===== src/hdl/sdspi_pkg.sv =====
// Shared types, constants and response codes for the SD card SPI command engine.
package sdspi_pkg;

    localparam int RESP_DEPTH_DEF  = 4096;
    localparam int MAX_BLOCK_DEF   = 2048;
    localparam int STORE_BYTES_DEF = 65536;

    localparam logic [5:0] CMD_GO_IDLE   = 6'd0;
    localparam logic [5:0] CMD_SET_BLEN  = 6'd16;
    localparam logic [5:0] CMD_READ_BLK  = 6'd17;
    localparam logic [5:0] CMD_WRITE_BLK = 6'd24;
    localparam logic [5:0] CMD_OP_COND   = 6'd41;
    localparam logic [5:0] CMD_APP       = 6'd55;

    localparam logic [7:0] R_IDLE     = 8'h01;
    localparam logic [7:0] R_OK       = 8'h00;
    localparam logic [7:0] R_ILLEGAL  = 8'h05;
    localparam logic [7:0] R_ADDR_ERR = 8'h20;
    localparam logic [7:0] R_TOKEN    = 8'hFE;
    localparam logic [7:0] R_FILL     = 8'hFF;
    localparam logic [7:0] R_DATA_OK  = 8'hE5;
    localparam logic [7:0] R_DATA_BAD = 8'hED;
    localparam logic [7:0] R_CRC      = 8'h01;

    localparam logic [2:0] FRAME_LEN = 3'd6;

    typedef struct packed {
        logic       command;
        logic [7:0] mosi_byte;
    } in_beat_t;

    typedef struct packed {
        logic [7:0] miso_byte;
        logic       overflow;
    } out_beat_t;

    // Datapath operations requested by the controller.
    typedef enum logic [3:0] {
        OP_NONE,
        OP_PUSH,
        OP_POP,
        OP_STORE_RD,
        OP_STORE_WR
    } dp_op_t;

    typedef struct packed {
        dp_op_t     op;
        logic [7:0] push_byte;
        logic       push_from_store;
        logic       clear_queue;
    } dp_cmd_t;

    typedef struct packed {
        logic [7:0] pop_byte;
        logic       overflowed;
    } dp_stat_t;

endpackage


===== src/hdl/sdspi_ctrl.sv =====
// Command engine controller: frame gathering, command decode and block sequencing.
module sdspi_ctrl #(
    parameter int MAX_BLOCK   = sdspi_pkg::MAX_BLOCK_DEF,
    parameter int STORE_BYTES = sdspi_pkg::STORE_BYTES_DEF
) (
    input  logic                           clk,
    input  logic                           rst_n,
    input  logic                           in_valid,
    output logic                           in_ready,
    input  sdspi_pkg::in_beat_t            in_data,
    output logic                           out_valid,
    input  logic                           out_ready,
    output sdspi_pkg::out_beat_t           out_data,
    output sdspi_pkg::dp_cmd_t             cmd,
    output logic [$clog2(STORE_BYTES)-1:0] store_addr,
    output logic [7:0]                     store_wdata,
    input  sdspi_pkg::dp_stat_t            stat,
    input  logic                           q_empty
);

    localparam int SW = $clog2(STORE_BYTES);
    localparam int BW = $clog2(MAX_BLOCK + 1);
    localparam int IW = BW + 2;
    localparam logic [BW-1:0] BLEN_RST = BW'((MAX_BLOCK < 1024) ? MAX_BLOCK : 1024);

    typedef enum logic [8:0] {
        S_IDLE  = 9'b0_0000_0001,
        S_POP   = 9'b0_0000_0010,
        S_TAKE  = 9'b0_0000_0100,
        S_PUSH  = 9'b0_0000_1000,
        S_RDREQ = 9'b0_0001_0000,
        S_RDPSH = 9'b0_0010_0000,
        S_OUT   = 9'b0_0100_0000,
        S_POPW  = 9'b0_1000_0000,
        S_CLR   = 9'b1_0000_0000
    } state_t;

    state_t         state_reg, state_next;
    logic           sel_reg, sel_next, app_reg, app_next;
    logic           wph_reg, wph_next, tok_reg, tok_next;
    logic [IW-1:0]  idx_reg, idx_next;
    logic [7:0]     hdr_reg [6];
    logic [7:0]     hdr_next [6];
    logic [BW-1:0]  blen_reg, blen_next;
    logic [29:0]    waddr_reg, waddr_next;
    logic [31:0]    arg;
    logic [7:0]     miso_reg, miso_next, mosi_reg, mosi_next;
    // Pending response bytes: up to three fixed bytes, then optional block read.
    logic [7:0]     pb_reg [3];
    logic [7:0]     pb_next [3];
    logic [1:0]     pn_reg, pn_next;
    logic           rd_pend_reg, rd_pend_next;
    logic [BW-1:0]  rcnt_reg, rcnt_next;
    logic [29:0]    raddr_reg, raddr_next;
    logic [SW-1:0]  clr_reg, clr_next;
    logic           q_empty_d;

    assign arg = {hdr_reg[1], hdr_reg[2], hdr_reg[3], hdr_reg[4]};

    assign in_ready  = (state_reg == S_IDLE);
    assign out_valid = (state_reg == S_OUT);
    assign out_data.miso_byte = miso_reg;
    assign out_data.overflow  = stat.overflowed;

    always_comb
    begin
        state_next   = state_reg;
        sel_next     = sel_reg;
        app_next     = app_reg;
        wph_next     = wph_reg;
        tok_next     = tok_reg;
        idx_next     = idx_reg;
        hdr_next     = hdr_reg;
        blen_next    = blen_reg;
        waddr_next   = waddr_reg;
        miso_next    = miso_reg;
        mosi_next    = mosi_reg;
        pb_next      = pb_reg;
        pn_next      = pn_reg;
        rd_pend_next = rd_pend_reg;
        rcnt_next    = rcnt_reg;
        raddr_next   = raddr_reg;
        clr_next     = clr_reg;
        cmd          = '{op: sdspi_pkg::OP_NONE, push_byte: pb_reg[0],
                         push_from_store: 1'b0, clear_queue: 1'b0};
        store_addr   = SW'(raddr_reg);
        store_wdata  = mosi_reg;
        unique case (state_reg)
            S_CLR:
            begin
                // Zero the card store one byte per cycle after reset.
                cmd.op      = sdspi_pkg::OP_STORE_WR;
                store_addr  = clr_reg;
                store_wdata = '0;
                clr_next    = clr_reg + 1'b1;
                if (clr_reg == SW'(STORE_BYTES - 1))
                begin
                    state_next = S_IDLE;
                end
            end
            S_IDLE:
            begin
                if (in_valid)
                begin
                    mosi_next = in_data.mosi_byte;
                    miso_next = sdspi_pkg::R_FILL;
                    if (in_data.command)
                    begin
                        cmd.clear_queue = 1'b1;
                        sel_next  = 1'b1;
                        app_next  = 1'b0;
                        wph_next  = 1'b0;
                        tok_next  = 1'b0;
                        idx_next  = '0;
                        for (int k = 0; k < 6; k++) hdr_next[k] = '0;
                        blen_next = BLEN_RST;
                        waddr_next = '0;
                        state_next = S_OUT;
                    end
                    else if (sel_reg)
                    begin
                        cmd.op = sdspi_pkg::OP_POP;
                        state_next = S_POP;
                    end
                    else
                    begin
                        state_next = S_OUT;
                    end
                end
            end
            S_POP:
            begin
                // Queue read data registered at acceptance is valid in this cycle.
                if (!q_empty_d)
                begin
                    miso_next = stat.pop_byte;
                end
                state_next = S_POPW;
            end
            S_POPW:
            begin
                state_next = S_TAKE;
            end
            S_TAKE:
            begin
                pn_next = '0;
                rd_pend_next = 1'b0;
                state_next = S_PUSH;
                if (mosi_reg == 8'hFF && idx_reg == '0)
                begin
                    state_next = S_OUT;
                end
                else if (!wph_reg)
                begin
                    hdr_next[idx_reg[2:0]] = mosi_reg;
                    if (idx_reg[2:0] == sdspi_pkg::FRAME_LEN - 3'd1)
                    begin
                        idx_next = '0;
                        app_next = 1'b0;
                        unique case (hdr_reg[0][5:0]) inside
                            sdspi_pkg::CMD_GO_IDLE:
                            begin
                                pb_next[0] = sdspi_pkg::R_IDLE; pn_next = 2'd1;
                            end
                            sdspi_pkg::CMD_APP:
                            begin
                                pb_next[0] = sdspi_pkg::R_IDLE; pn_next = 2'd1;
                                app_next = 1'b1;
                            end
                            sdspi_pkg::CMD_OP_COND:
                            begin
                                pb_next[0] = app_reg ? sdspi_pkg::R_OK : sdspi_pkg::R_ILLEGAL;
                                pn_next = 2'd1;
                            end
                            sdspi_pkg::CMD_SET_BLEN:
                            begin
                                blen_next = (arg > 32'(MAX_BLOCK)) ? BW'(MAX_BLOCK) : BW'(arg);
                                pb_next[0] = sdspi_pkg::R_OK; pn_next = 2'd1;
                            end
                            sdspi_pkg::CMD_READ_BLK, sdspi_pkg::CMD_WRITE_BLK:
                            begin
                                if (arg[31:30] != 2'b00)
                                begin
                                    pb_next[0] = sdspi_pkg::R_ADDR_ERR; pn_next = 2'd1;
                                end
                                else if (hdr_reg[0][5:0] == sdspi_pkg::CMD_READ_BLK)
                                begin
                                    pb_next[0] = sdspi_pkg::R_OK;
                                    pb_next[1] = sdspi_pkg::R_FILL;
                                    pb_next[2] = sdspi_pkg::R_TOKEN;
                                    pn_next = 2'd3;
                                    rd_pend_next = 1'b1;
                                    rcnt_next = blen_reg;
                                    raddr_next = arg[29:0];
                                end
                                else
                                begin
                                    pb_next[0] = sdspi_pkg::R_OK;
                                    pb_next[1] = sdspi_pkg::R_FILL;
                                    pn_next = 2'd2;
                                    wph_next = 1'b1;
                                    tok_next = 1'b0;
                                    waddr_next = arg[29:0];
                                end
                            end
                            default:
                            begin
                                pb_next[0] = sdspi_pkg::R_ILLEGAL; pn_next = 2'd1;
                            end
                        endcase
                    end
                    else
                    begin
                        idx_next = idx_reg + 1'b1;
                    end
                end
                else
                begin
                    if (idx_reg == '0)
                    begin
                        tok_next = (mosi_reg == sdspi_pkg::R_TOKEN);
                    end
                    else if (idx_reg <= IW'(blen_reg) && tok_reg)
                    begin
                        cmd.op = sdspi_pkg::OP_STORE_WR;
                        store_addr = SW'(waddr_reg) + SW'(idx_reg - 1'b1);
                    end
                    idx_next = idx_reg + 1'b1;
                    if (idx_reg + 1'b1 >= IW'(blen_reg) + IW'(3))
                    begin
                        idx_next = '0;
                        wph_next = 1'b0;
                        tok_next = 1'b0;
                        if (tok_reg)
                        begin
                            pb_next[0] = sdspi_pkg::R_DATA_OK;
                            pb_next[1] = sdspi_pkg::R_OK;
                            pb_next[2] = sdspi_pkg::R_FILL;
                            pn_next = 2'd3;
                        end
                        else
                        begin
                            pb_next[0] = sdspi_pkg::R_DATA_BAD;
                            pn_next = 2'd1;
                        end
                    end
                end
            end
            S_PUSH:
            begin
                // Drain fixed bytes, then the block read, then the two CRC bytes.
                if (pn_reg != '0)
                begin
                    cmd.op = sdspi_pkg::OP_PUSH;
                    pb_next[0] = pb_reg[1];
                    pb_next[1] = pb_reg[2];
                    pn_next = pn_reg - 1'b1;
                end
                else if (rd_pend_reg && rcnt_reg != '0)
                begin
                    cmd.op = sdspi_pkg::OP_STORE_RD;
                    state_next = S_RDREQ;
                end
                else if (rd_pend_reg)
                begin
                    rd_pend_next = 1'b0;
                    pb_next[0] = sdspi_pkg::R_CRC;
                    pb_next[1] = sdspi_pkg::R_CRC;
                    pn_next = 2'd2;
                end
                else
                begin
                    state_next = S_OUT;
                end
            end
            S_RDREQ:
            begin
                state_next = S_RDPSH;
            end
            S_RDPSH:
            begin
                cmd.op = sdspi_pkg::OP_PUSH;
                cmd.push_from_store = 1'b1;
                raddr_next = raddr_reg + 30'd1;
                rcnt_next  = rcnt_reg - 1'b1;
                state_next = S_PUSH;
            end
            S_OUT:
            begin
                if (out_ready)
                begin
                    state_next = S_IDLE;
                end
            end
            default:
            begin
                state_next = S_IDLE;
            end
        endcase
    end

    // Queue emptiness is sampled when the pop is issued.
    always_ff @(posedge clk or negedge rst_n)
    begin
        if (!rst_n)
        begin
            q_empty_d <= 1'b1;
        end
        else if (state_reg == S_IDLE)
        begin
            q_empty_d <= q_empty;
        end
    end

    always_ff @(posedge clk or negedge rst_n)
    begin
        if (!rst_n)
        begin
            state_reg   <= S_CLR;
            sel_reg     <= 1'b0;
            app_reg     <= 1'b0;
            wph_reg     <= 1'b0;
            tok_reg     <= 1'b0;
            idx_reg     <= '0;
            blen_reg    <= BLEN_RST;
            waddr_reg   <= '0;
            pn_reg      <= '0;
            rd_pend_reg <= 1'b0;
            clr_reg     <= '0;
            for (int k = 0; k < 6; k++) hdr_reg[k] <= '0;
        end
        else
        begin
            state_reg   <= state_next;
            sel_reg     <= sel_next;
            app_reg     <= app_next;
            wph_reg     <= wph_next;
            tok_reg     <= tok_next;
            idx_reg     <= idx_next;
            blen_reg    <= blen_next;
            waddr_reg   <= waddr_next;
            pn_reg      <= pn_next;
            rd_pend_reg <= rd_pend_next;
            clr_reg     <= clr_next;
            hdr_reg     <= hdr_next;
        end
    end

    always_ff @(posedge clk)
    begin
        miso_reg  <= miso_next;
        mosi_reg  <= mosi_next;
        pb_reg    <= pb_next;
        rcnt_reg  <= rcnt_next;
        raddr_reg <= raddr_next;
    end

    // The controller never accepts and presents a result in the same cycle.
    a_excl: assert property (@(posedge clk) disable iff (!rst_n) !(in_ready && out_valid))
        else $error("input and output handshakes overlap");
    // Outside a write phase the frame index stays below the frame length.
    a_idx: assert property (@(posedge clk) disable iff (!rst_n)
        !wph_reg |-> idx_reg < IW'(sdspi_pkg::FRAME_LEN))
        else $error("frame index out of range");
    // A result is only offered after an accepted beat.
    a_out: assert property (@(posedge clk) disable iff (!rst_n)
        $rose(out_valid) |-> $past(state_reg) != S_IDLE || $past(in_valid))
        else $error("result without beat");

endmodule


===== config.mk =====
export PLATFORM = sky130hd
export DESIGN_NAME = sdspi_ctrl
export DESIGN_NICKNAME = d
export VERILOG_FILES = /design/src/hdl/sdspi_pkg.sv /design/src/hdl/sdspi_ctrl.sv
export SDC_FILE = /design/constraint.sdc
export NUM_CORES = 1
export LEC_CHECK = 0
export ABC_CLOCK_PERIOD_IN_PS = 3500
export BUFFER_PORTS_ARGS = -buffer_cell sky130_fd_sc_hd__buf_4
export CORE_MARGIN = 10
export CORE_UTILIZATION = 50
export CTS_CLUSTER_DIAMETER = 100
export DETAILED_ROUTE_END_ITERATION = 16
export PLACE_DENSITY = 0.71
export SYNTH_ARGS = -nofsm -noshare
export SYNTH_HDL_FRONTEND = slang
export SYNTH_SLANG_ARGS = --single-unit

===== constraint.sdc =====
create_clock -name clk -period 3.5 [get_ports clk]
set_clock_uncertainty 0.2 [all_clocks]
set_input_delay 0.35 -clock clk [delete_from_list [all_inputs] [get_ports clk]]
set_output_delay 0.35 -clock clk [all_outputs]
set_load 0.05 [all_outputs]

Yosys cells after proc, flatten, opt, wreduce, memory -nomap -nowiden
Index checks and enable logic that the tools add are counted.
- word-level logic and storage cells: 260
- flip-flop bits (word level): 205
- input bits: 23
- output and inout bits: 49
- equal/unequal tests: 46
- add/sub/neg operators: 8
- $lt $le $gt $ge: 5
- bitwise operators: 2
- reduce and logical (&&, ||, !) cells: 34
- multiplexer cells: 140
- operator list (kind ; number):
    $mux 16 ; 18
    $mux 48 ; 4
    $mux 30 ; 6
    $mux 12 ; 13
    $mux 24 ; 4
    $pmux 16 s2 ; 3
    $pmux 48 s2 ; 1
    $mux 14 ; 6
    $pmux 9 s9 ; 1
    $pmux 30 s2 ; 1
    $mux 9 ; 6
    $bwmux 48 ; 1
    $pmux 12 s2 ; 2
    $mux 8 ; 5
    $mux 1 ; 34
    $gt 32x12->1 const B ; 1
    $pmux 8 s4 ; 1
    $add 30x1->30 const B ; 1
    $mux 2 ; 15
    $pmux 14 s2 ; 1
    $reduce_and 9->1 ; 3
    $ne 2x2->1 const B ; 13
    $demux 8 s3 ; 1
    $ne 3x3->1 const B ; 8
    51 further kinds ; 86

Longest topological paths before layout
- depth after elaboration: 9
- mapped depth: 16
- gate-level depth less buffers: 15

Least setup slack after synthesis
No wires, ideal clock.
- path type: register to output
- from: reg idx_reg[1]
- to: out store_addr[14]
- data required time: 2.950 ns
- buffers on the path: 0
- slack: -0.757 ns
- cell stages (with the launch flop): 14
- arrival: 3.707 ns
- cells stage by stage: dfrtp_1 > or3_1 > nor3_2 > nand2_1 > or3_1 > xnor2_1 > ha_1 > o211ai_1 > nor3_1 > o21ai_0 > a311oi_1 > a31oi_1 > xor2_1 > o211ai_1
- longest elaborated chain between the ends: 7
- elaborated cells on any way between the ends: 11
- classes of those cells: add/sub: 2; order compare: 1; mux: 5; reduce/logical: 3
- RTL lines (item ; RTL line ; text):
    from (decl) ; sdspi_ctrl.sv:41 ; logic [IW-1:0] idx_reg, idx_next;
    from (signal assigned) ; sdspi_ctrl.sv:339 ; idx_reg <= idx_next;
    $sub 14x1->15 or $le 14x12->1 (tied branches) ; sdspi_ctrl.sv:226, sdspi_ctrl.sv:223 ;
    $add 16x16->16 or $logic_and 1x1->1 (tied branches) ; sdspi_ctrl.sv:226, sdspi_ctrl.sv:223 ;
    $mux 16 ; sdspi_ctrl.sv:223 ; else if (idx_reg <= IW'(blen_reg) && tok_reg)
    $mux 16 ; sdspi_ctrl.sv:219 ; if (idx_reg == '0)
    $mux 16 ; sdspi_ctrl.sv:153 ; else if (!wph_reg)
    $mux 16 * ; sdspi_ctrl.sv:149 ; if (mosi_reg == 8'hFF && idx_reg == '0)
    $pmux 16 s2 * ; sdspi_ctrl.sv:88 ; unique case (state_reg)
    to (decl) ; sdspi_ctrl.sv:15 ; output logic [$clog2(STORE_BYTES)-1:0] store_addr,
Every way passes the cells marked *; elsewhere a longest branch is shown, timed or not.

Worst setup path after layout
- from: reg idx_reg[1]
- to: out store_addr[10]
The elaborated chain is that of the path after synthesis.

==> impl_metrics.ini <==
[outcome]
status = complete, but fails checks
violations = setup timing

[floorplanning]
dieArea_mm2 = 0.02631
coreArea_mm2 = 0.01965
start_util_pct = 51.44
fp.dieW_um = 162.2
io_pins = 72
dieHeight_um = 162.2
placementRows = 51

[timing]
hold_viol_final = 0
tightest_slew_ps = 748.2
fin_crit_ps = 4257
slew_headroom_pct = 50.12
rsz0062_at_grt = yes
hold_ws_ps = 6.151
layout_worst_path_cycle_share_pct = 121.6
worst_slack_ps = -756.7
fmax_ghz = 0.2349
slew_violations = 0
setup_viol = 17

[critical_path]
cp-start-kind = register
r2r_cells = 14
crit_slowest_cell = dfrtp_2
crit_type = register to output port
cpPeakStageDelay_ps = 400
worst_setup_path_end_kind = output port
crit_chain = or3_4 > nor3_4 > nand2_2 > buf_4 > xnor2_2 > ha_1 > a21o_1 > or3_4 > o21ai_4 > buf_4 > nand3_1 > a2111oi_4 > nand2b_4 > buf_8
required_ps = 2950
crit_arrival_ps = 3710
crit_path_max_fanout = 3

[yosys]
syn_nets = 1127
synth_compound_area_share_pct = 16.65
synthMuxAreaShare_pct = 0.4332
yosysWarnings = 0
synth_area_mm2 = 0.01011
synth_top_family_by_area = simple AND/OR/NAND/NOR gates
synth_cells = 1052
synth_enable_flop_cells = 53
synth_flop_cell = dfrtp_1
yosys.area_share.simple_pct = 21.00
synth-seq-cells = 166
synth-seq-area-share_pct = 43.75
synthAdderAreaFrac_pct = 6.510
synth.avg_cell_area_um2 = 9.610
synthXorXnorAreaFrac_pct = 7.017
async_reset_ff_share_pct = 68.07
synth.distinct_cells = 84

[pwr]
irDropWorstVdd_uv = 416.6
clock_power_share_pct = 27.6
power.net_switching_mw = 2.631
powerDensity_mw_per_mm2 = 521.9
combPwrFrac_pct = 40.4
p_leak_nw = 5.725
finalPower_mw = 6.929
seq_power_share_pct = 32.0
swShare_pct = 37.97
internal_power_mw = 4.298

[global_routing]
use_met2_pct = 38.36
grt_pass1_vias = 8657
grt_max_degree = 61
use_met3_pct = 4.778
antenna_found_initial = 0
top_usage_layer = met2
grt_usage_pct = 22.48
grt_pass1_wl_mm = 46.85
grt_use_met1_pct = 27.98
grt.overflow.total = 0

[clock_tree]
cts-buffers-inserted = 17
clk_pin_slew_worst_paths_ps = 80
cts_buffer_depth = 2
cts.sinks = 166
htree_levels = 4
tritoncts = built
clk_latency_ps = 450
root_buffer = clkbuf_16

[final_layout]
syn_to_final_growth_pct = 31.32
fin_area_mm2 = 0.01328
layout_commonest_cell = buf_4
layout_common_cells = 177 x buf_4, 141 x nand2_1, 107 x dfrtp_1
largest_reg_flops = 32
nets = 1316
fillers = 1535
antenna_cells = 0
drive_gt1_share_pct = 29.35
postLayoutCoreUtil_pct = 67.55

[placement]
pre_cts_ws_ps = -330.5
io_buffers = 68
place_congestion = 0.9198
detailed_place.area_mm2 = 0.01157
dp_hpwl_mm = 21.31

[drt]
drtIter0Drc = 829
wire_per_inst_um = 20.73
vias = 9181
routed_wirelength_mm = 31.49
drt_first_pass_iters = 5
drc = 0
routed_via_density = 6.044
ant_nets = 0

[worst_hold_path]
whs_path_depth = 3
hp-class = primary input to register

[job]
cap_violations = 0
metal layers:
layer | part of all wire (%) | vias up | wire length [µm]
met5 | 0 | - | 0
li1 | - | 4220 | -
met1 | 40 | 4507 | 12750
met4 | 3.1 | 0 | 991
met2 | 50 | 377 | 15600
met3 | 6.8 | 77 | 2142
stage by stage:
| step | TNS (ps) | std cells |
|---|---|---|
| after floorplan | -1515 | 1052 |
| after global placement | -2315 | 1442 |
| after detailed placement | -3235 | 1442 |
| after CTS | -4757 | 1497 |
| after global routing | -9281 | 1519 |
| final | -5775 | 1519 |
layout make-up:
class / count / area, µm² / share of cell area, %
multi-input cells: 791 / 5857 / 44.11
inverters: 41 / 160.2 / 1.206
clock buffers: 17 / 425.4 / 3.204
flip-flops and latches: 166 / 4427 / 33.34
repair buffers: 224 / 1899 / 14.31
clock inverters: 15 / 176.4 / 1.329
well taps: 265 / 331.6 / 2.497
final timing paths:
kind                                   from              to  slack (ps)
max in group asynchronous             rst_n    blen_reg[10]        1920
worst min-delay path              out_ready    state_reg[6]           6
worst min register to register      sel_reg         sel_reg         270
worst max-delay path             idx_reg[1]  store_addr[10]        -760
min in group asynchronous             rst_n     clr_reg[10]         320
worst max register to register  blen_reg[0]          cmd[8]          20
critical path, delay by kind of cell, from the launching register on:
family	cells	cell delay, ps
and+or+nand+nor	6	1310
buffers and inverters	3	420
xor gates and xnor gates	1	130
adders and majority gates	1	320
AOI/OAI and AO/OA	3	720
DFF	1	400
power groups by stage:
stage	combinational, mW	sequential (mW)	clock, mW
2_1_floorplan	1.45	2.23	0
3_3_place_gp	2.26	2.25	0
3_5_place_dp	2.30	2.25	0
4_1_cts	2.43	2.21	1.93
5_1_grt	3.00	2.23	2.01
6_report	2.80	2.22	1.91
Yosys cell counts (4+ instances only):
library cell / number / area, µm²
a32o_1: 32 / 320.3
nor3_1: 21 / 105.1
buf_6: 5 / 56.30
buf_4: 14 / 105.1
nand3_1: 53 / 265.3
nand2_1: 144 / 540.5
edfxtp_1: 53 / 1592
nor2b_1: 8 / 50.05
a2111oi_0: 5 / 43.79
buf_2: 10 / 50.05
a211oi_1: 6 / 45.04
nor4_1: 13 / 81.33
or2_2: 4 / 25.02
a22oi_1: 8 / 60.06
nor3_2: 6 / 60.06
xor2_1: 34 / 297.8
nand4_1: 17 / 106.4
a22o_1: 22 / 192.7
a31oi_1: 18 / 112.6
ha_1: 51 / 638.1
dfrtp_1: 110 / 2753
nor3b_1: 4 / 30.03
nand2b_1: 22 / 137.6
buf_1: 4 / 15.01
and2_1: 12 / 75.07
nor2_1: 58 / 217.7
or3_1: 8 / 50.05
inv_1: 38 / 142.6
xnor2_1: 47 / 411.6
or4_1: 4 / 30.03
a21oi_1: 31 / 155.2
and3_1: 15 / 93.84
o21ai_0: 59 / 295.3
clkbuf_1: 21 / 78.83
a21o_1: 11 / 82.58
o211ai_1: 10 / 75.07
cell families (layout without fill, tap and decap cells):
| logic type | Yosys count | in the layout |
|---|---|---|
| AND/OR/NAND/NOR | 415 | 416 |
| other | 1 | 1 |
| multiplexers | 4 | 4 |
| adder cells (fa/ha/maj) | 52 | 52 |
| XOR/XNOR | 81 | 81 |
| buffers and inverters | 96 | 297 |
| AO/OA/AOI/OAI | 237 | 237 |
| flip-flops | 166 | 166 |
what timing repair did:
item,CTS,global route
hold endpoints to repair,68,0
buffers inserted,5,20
endpoints found under the setup margin,37,45
gates resized for setup,48,91
hold buffers,18,0
cloned,0,2
pin swaps,14,23
Note: power is estimated with default switching activity, not from simulation.
